<file path="src/rtl/core/zrmc_pkg.sv">
`timescale 1ns / 1ps
// ----------------------------------------------------------------------------
// zrmc_pkg
// Shared constants, command codes and types of the zero-run memory compactor.
// ----------------------------------------------------------------------------
package zrmc_pkg;

  // Default sizes of the word memory.
  localparam int unsigned DEPTH_DEF      = 256;
  localparam int unsigned WORD_WIDTH_DEF = 32;

  // Fixed port widths.
  localparam int unsigned USED_W  = 9;
  localparam int unsigned ADDR_W  = 8;
  localparam int unsigned DATA_W  = 32;
  localparam int unsigned IDX_W   = 7;
  localparam int unsigned START_W = 8;
  localparam int unsigned LEN_W   = 9;
  localparam int unsigned COUNT_W = 8;
  localparam int unsigned TOTAL_W = 9;

  // Configuration port.
  localparam int unsigned PADDR_W = 3;
  localparam int unsigned PDATA_W = 32;
  localparam logic [0:0]  REG_USED_WORDS = 1'b0;
  localparam logic [USED_W-1:0] USED_WORDS_RESET = 9'd256;

  // Command codes.
  localparam logic [1:0] CMD_WRITE   = 2'd0;
  localparam logic [1:0] CMD_READ    = 2'd1;
  localparam logic [1:0] CMD_COMPACT = 2'd2;
  localparam logic [1:0] CMD_QUERY   = 2'd3;

  // One step of the free run accounting.
  typedef struct packed {
    logic              clr;
    logic              step;
    logic              free;
    logic [USED_W-1:0] pos;
  } scan_ctl_t;

endpackage

</file>
<file path="src/rtl/core/zrmc_scan.sv">
`timescale 1ns / 1ps
// ----------------------------------------------------------------------------
// zrmc_scan
// Free run accounting: counts runs and free words and captures one run.
// ----------------------------------------------------------------------------
module zrmc_scan (
  input  logic                                 clk_i,
  input  logic                                 rst_ni,
  input  zrmc_pkg::scan_ctl_t                  ctl_i,
  input  logic [zrmc_pkg::IDX_W-1:0]           run_index_i,
  output logic [zrmc_pkg::USED_W-1:0]          run_count_o,
  output logic [zrmc_pkg::USED_W-1:0]          free_total_o,
  output logic                                 run_found_o,
  output logic [zrmc_pkg::USED_W-1:0]          run_start_o,
  output logic [zrmc_pkg::USED_W-1:0]          run_length_o
);

  localparam int unsigned CW = zrmc_pkg::USED_W;

  logic          in_run_q, in_run_d;
  logic [CW-1:0] cur_q, cur_d;
  logic [CW-1:0] count_q, count_d;
  logic [CW-1:0] total_q, total_d;
  logic          found_q, found_d;
  logic [CW-1:0] start_q, start_d;
  logic [CW-1:0] len_q, len_d;

  always_comb begin
    in_run_d = in_run_q;
    cur_d    = cur_q;
    count_d  = count_q;
    total_d  = total_q;
    found_d  = found_q;
    start_d  = start_q;
    len_d    = len_q;
    if (ctl_i.clr) begin
      in_run_d = 1'b0;
      cur_d    = '0;
      count_d  = '0;
      total_d  = '0;
      found_d  = 1'b0;
      start_d  = '0;
      len_d    = '0;
    end else if (ctl_i.step) begin
      if (ctl_i.free) begin
        total_d = total_q + 1'b1;
        if (!in_run_q) begin
          in_run_d = 1'b1;
          cur_d    = ctl_i.pos;
        end
      end else if (in_run_q) begin
        // A used word (or the end of the used area) closes the open run.
        if (count_q == CW'(run_index_i)) begin
          found_d = 1'b1;
          start_d = cur_q;
          len_d   = ctl_i.pos - cur_q;
        end
        count_d  = count_q + 1'b1;
        in_run_d = 1'b0;
      end
    end
  end

  always_ff @(posedge clk_i or negedge rst_ni) begin
    if (!rst_ni) begin
      in_run_q <= 1'b0;
      cur_q    <= '0;
      count_q  <= '0;
      total_q  <= '0;
      found_q  <= 1'b0;
      start_q  <= '0;
      len_q    <= '0;
    end else begin
      in_run_q <= in_run_d;
      cur_q    <= cur_d;
      count_q  <= count_d;
      total_q  <= total_d;
      found_q  <= found_d;
      start_q  <= start_d;
      len_q    <= len_d;
    end
  end

  assign run_count_o  = count_q;
  assign free_total_o = total_q;
  assign run_found_o  = found_q;
  assign run_start_o  = start_q;
  assign run_length_o = len_q;

endmodule

</file>
<file path="config.mk">
export PLATFORM = sky130hd
export DESIGN_NAME = zrmc_scan
export DESIGN_NICKNAME = d
export VERILOG_FILES = /design/src/rtl/core/zrmc_pkg.sv /design/src/rtl/core/zrmc_scan.sv
export SDC_FILE = /design/constraint.sdc
export NUM_CORES = 1
export LEC_CHECK = 0
export CAP_MARGIN = 20
export CORE_MARGIN = 4
export CORE_UTILIZATION = 45
export DETAILED_ROUTE_END_ITERATION = 10
export DONT_BUFFER_PORTS = 1
export PLACE_DENSITY = 0.67
export SLEW_MARGIN = 20
export SYNTH_ARGS = -nofsm -noshare
export SYNTH_HDL_FRONTEND = slang
export SYNTH_SLANG_ARGS = --single-unit
</file>
<file path="constraint.sdc">
create_clock -name clk_i -period 2.1 [get_ports clk_i]
set_clock_uncertainty 0.15 [all_clocks]
set_input_delay 0.63 -clock clk_i [delete_from_list [all_inputs] [get_ports clk_i]]
set_output_delay 0.63 -clock clk_i [all_outputs]
set_load 0.005 [all_outputs]
</file>
**After elaboration in Yosys (flattened, before gate mapping)**

Cells that the tools add are included.

- Add/subtract/negate cells: 3
- Equal/unequal tests: 3
- Multiplexer cells: 29
- Reduce and logical (&&, ||, !) cells: 8

Operator list:

| operator | count |
|---|---|
| 9-bit 2-to-1 mux | 21 |
| 9-bit by 1-bit adder with 9-bit output (second input constant) | 2 |
| 9-bit by 7-bit equality test with 1-bit output | 1 |
| 9-bit subtractor | 1 |
| 1-bit 2-to-1 mux | 8 |
| 2-bit nonzero test | 4 |
| 3-bit AND reduction | 2 |
| 4-bit AND reduction | 1 |
| 2-bit by 1-bit inequality test with 1-bit output (second input constant) | 1 |
| 2-bit inequality test (second input constant) | 1 |
| 2-bit AND reduction | 1 |

- Register bits: 47
- Output and inout bits: 37
- Logic and storage cells: 50

**Logic depth before layout (Yosys ltp)**

- Word-level depth: 6
- Gate-level depth with buffers: 9
- Mapped depth without buffers: 9

**Worst setup path after synthesis**

Ideal clock, no wire load.

- Path kind: input to register
- From: input ctl_i[0] in the netlist's numbering
- To: register len_q[8], in the netlist run_length_o[8]
- Arrival: 2.001 ns
- Required time: 1.824 ns
- Setup slack: -0.177 ns
- Stages: 9
- Cell sequence: inv_1 ha_1 inv_1 fa_1 a211oi_1 o211ai_1 a21oi_1 xnor2_1 o22ai_1

- Word-level cells in the longest chain between the ends: 6

RTL lines:

| what | RTL line | RTL |
|---|---|---|
| start, declared | zrmc_scan.sv:9 | `input zrmc_pkg::scan_ctl_t ctl_i,` |
| 9-bit subtractor | zrmc_scan.sv:56 | `len_d = ctl_i.pos - cur_q;` |
| 9-bit 2-to-1 mux | zrmc_scan.sv:53 | `if (count_q == CW'(run_index_i)) begin` |
| 9-bit 2-to-1 mux | zrmc_scan.sv:51 | `end else if (in_run_q) begin` |
| 9-bit 2-to-1 mux | zrmc_scan.sv:45 | `if (ctl_i.free) begin` |
| 9-bit 2-to-1 mux | zrmc_scan.sv:44 | `end else if (ctl_i.step) begin` |
| 9-bit 2-to-1 mux | zrmc_scan.sv:36 | `if (ctl_i.clr) begin` |
| end signal, assigned | zrmc_scan.sv:80 | `len_q <= len_d;` |
| end, declared | zrmc_scan.sv:26 | `logic [CW-1:0] len_q, len_d;` |

No other way between the ends. The select of a mux whose other input is x is not followed.
A chain may end at the register's enable or synchronous reset.

**Final worst setup path**

- From: register cur_q[0]
- To: register len_q[8], in the netlist run_length_o[8]

- Word-level cells in the longest chain between the ends: 6

RTL lines:

| what | RTL line | RTL |
|---|---|---|
| start, declared | zrmc_scan.sv:21 | `logic [CW-1:0] cur_q, cur_d;` |
| start signal, assigned | zrmc_scan.sv:75 | `cur_q <= cur_d;` |
| 9-bit subtractor | zrmc_scan.sv:56 |  |
| 9-bit 2-to-1 mux | zrmc_scan.sv:53 |  |
| 9-bit 2-to-1 mux | zrmc_scan.sv:51 |  |
| 9-bit 2-to-1 mux | zrmc_scan.sv:45 |  |
| 9-bit 2-to-1 mux | zrmc_scan.sv:44 |  |
| 9-bit 2-to-1 mux | zrmc_scan.sv:36 |  |

No other way between the ends. The select of a mux whose other input is x is not followed.

==> summary.txt <==
Final WL: 5260 um
Clk sink count: 47
Core area: 0.00524 sq mm
Setup ws final: 0.142 ns
Num CTS Buffers: 5
Int Power: 1.26 mW
Crit share post-route: 0.932
Mux contribution to synthesized area: 0.0561
Xor and xnor area share after synthesis: 0.0841
Clock Path Buffers: 2
H-Tree Depth: 2
DR pass1 iterations: 4
Crit path max-delay cell type: dfrtp_1
Post-Syn Instances: 257
Gr ovfl total: 0
Relative slew slack: 0.726
Required time worst endpoint: 2.13 ns
Outcome: finished clean
Pre-CTS setup slack: -0.152 ns
Fmax achieved: 511 MHz
Die Y: 82.5 um
CP top delay family: compound AO/OA/AOI/OAI gates
DR WL/cell: 15.3 um
Final Power: 1.65 mW
Slew @ Worst Pin: 0.411 ns
Yosys reg bits: 47
Area share of fa/ha/maj cells after synthesis: 0.0581
Initial antenna violation count: 0
Final-stage net count: 305
TritonCTS clock tree: yes
Number of synthesized flops with an enable pin: 0
Post-Layout Inst Area: 0.00280 sq mm
Post-DR vias/cell: 5.32
Warnings, synthesis: 0
Async set-reset flop share out of synthesis: 1.00
Power Density: 591 mW/mm^2
# Post-CTS Setup Buffers: 0
# diodes: 0
Min-delay worst type: primary input to async pin
DP HPWL: 3790 um
# IOs: 58
Largest area contributor in the netlist: dfrtp_1
Die X: 82.5 um
Top FF cell, synth: dfrtp_1
Synth Cell Area: 0.00250 sq mm
DRC viols: 0
Initial core utilization: 0.477
Via count: 1,824
Synth top area share: 0.470
Logic pwr share: 0.110
Crit path cell chain: ha_1 -> inv_1 -> fa_2 -> a211oi_2 -> o211ai_1 -> a21oi_1 -> xnor2_1 -> o22ai_1
Routed Antenna Nets: 0
Critical path class: flip-flop to flip-flop
Crit end category: flip-flop
Fillers: 495
Seq/Total Area, Yosys: 0.470
Complex-gate fraction of the synthesized area: 0.106
Vias in the first global route: 1,742
Setup TNS: 0 ns
Worst Path Max Fanout: 3
DIE AREA: 0.00681 sq mm
Synthesized area per cell: 9.73 sq um
Clock transition at path regs: 0.08 ns
Row cnt: 26
Largest cells by area after synthesis: dfrtp_1 47%, mux2i_1 5.6%, ha_1 5.0%
Min Clock Period, post-route: 1.96 ns
Worst skew pair latency: 0.29 ns
Largest family of logic cells by synthesized area: simple AND/OR/NAND/NOR gates
Initial DRC Count: 101
Worst VDD drop: 308 uV
Leak: 1.21 nW
Layout cells sized above 1: 0.125
Largest net degree at the start of global routing: 50
Final Max Slew Viols: 0
First-pass GRT wire length: 8580 um
Psw: 0.394 mW
Routability cong.: 0.778
Root Buffer: clkbuf_8
RSZ-0062 raised after global routing: no
Clock share of power: 0.330
Startpoint Class: flip-flop
Max incr delay on CP: 0.38 ns
Commonest non-fill, non-tap cells in the layout: 47 x dfrtp_1, 32 x nand2_1, 32 x nor2_1, 21 x a21oi_1, 18 x buf_4
Max-cap violations: 0
Part of the power in registers: 0.561
Syn_nets: 289
Placement Cell Area: 0.00268 sq mm
Crit path DAT: 1.99 ns
P&R area growth vs syn: 11.8%
Switching Share: 0.238
Simple-gate portion of the synthesized area: 0.188
I/O Buffers: 0
Gr usage total: 0.165
Most common cell after layout, fill and taps aside: dfrtp_1
Library cells used by synthesis: 38
Worst Path Buf+Inv: 1
Final setup fails: 0
Endpoints failing hold: 0
-- worst register-to-register path, delay by kind of cell (launching register included) --
kind                     cells  cell delay [ns]
XOR/XNOR                     1             0.14
buffers and inverters        1             0.06
AO/OA/AOI/OAI                4             0.61
flip-flops                   1             0.38
adder cells (fa/ha/maj)      2             0.52
-- final cells by class --
| class | count | area, sq um | share of cell area |
|---|---|---|---|
| clock buffers | 6 | 82.6 | 0.0295 |
| clock inverters | 1 | 5.00 | 0.00179 |
| inverters | 11 | 41.3 | 0.0148 |
| multi-input cells | 189 | 1240 | 0.444 |
| flip-flops and latches | 47 | 1180 | 0.421 |
| well taps | 70 | 87.6 | 0.0313 |
| repair buffers | 19 | 163 | 0.0582 |
-- cell families (layout without fill, tap and decap cells) --
| family | Yosys count | count (layout) |
|---|---|---|
| adders and majority gates | 11 | 11 |
| AOI/OAI and AO/OA | 43 | 43 |
| muxes | 14 | 14 |
| DFF | 47 | 47 |
| xor gates and xnor gates | 24 | 24 |
| buffers and inverters | 21 | 37 |
| and+or+nand+nor | 97 | 97 |
-- cells in the mapped netlist (2+ instances only) --
master,n
nor2b_1,2
a21oi_1,22
a21o_1,2
o211ai_1,3
buf_6,2
nand3b_1,2
inv_1,11
mux2i_1,14
o21ai_0,6
ha_1,10
nand2b_1,5
or3_1,5
dfrtp_1,47
nand2_1,32
o21a_1,2
nand4_1,8
xor2_1,13
clkbuf_1,6
and3b_1,2
nor2_1,32
xnor2_1,11
a211oi_1,2
nand3_1,3
-- worst paths after layout --
kind                        startpoint         endpoint  slack [ns]  cells past startpoint
min                             rst_ni  run_length_o[8]        0.03                      1
min reg2reg                run_found_o      run_found_o        0.38                      2
max reg2reg                   cur_q[0]  run_length_o[8]        0.14                      8
max in group asynchronous       rst_ni  run_length_o[6]        1.57                      1
min in group clk_i           ctl_i[11]   run_count_o[5]        0.24                      1
max                           cur_q[0]  run_length_o[8]        0.14                      8
-- registers in the layout (all words and copies together), names as in the netlist --
name and flops:
run_start_o 9, free_total_o 9, run_count_o 9, cur_q 9, run_length_o 9, in_run_q 1
run_found_o 1
-- per-stage QoR --
step / util / hold WS [ns] / cells
after floorplan: - / 0.184 / 257
after global placement: 0.511 / 0.185 / 335
after detailed placement: 0.511 / 0.185 / 335
after CTS: 0.533 / 0.0262 / 343
after global routing: 0.534 / 0.0301 / 343
final: 0.534 / 0.0279 / 343
-- timing repair --
action,in CTS,in global routing
hold endpoints to repair,47,0
setup endpoints to repair,0,3
hold buffers,1,0
resized for setup,0,2
-- per-layer routing --
| layer | GRT usage | wire (um) | vias to the layer above |
|---|---|---|---|
| met4 | 0.0556 | 82 | 0 |
| met1 | 0.219 | 2350 | 876 |
| li1 | - | - | 897 |
| met3 | 0.0521 | 381 | 9 |
| met5 | 0 | 0 | - |
| met2 | 0.254 | 2440 | 42 |
-- power groups by stage --
stage                     Sequential, mW  Combinational (mW)  Clock (mW)
after floorplan                    0.943               0.129           0
after global routing               0.930               0.205       0.607
after detailed placement           0.946               0.156           0
final                              0.927               0.181       0.545
after CTS                          0.927               0.182       0.568
after global placement             0.945               0.154           0
Power figures use the tool's default switching activity.
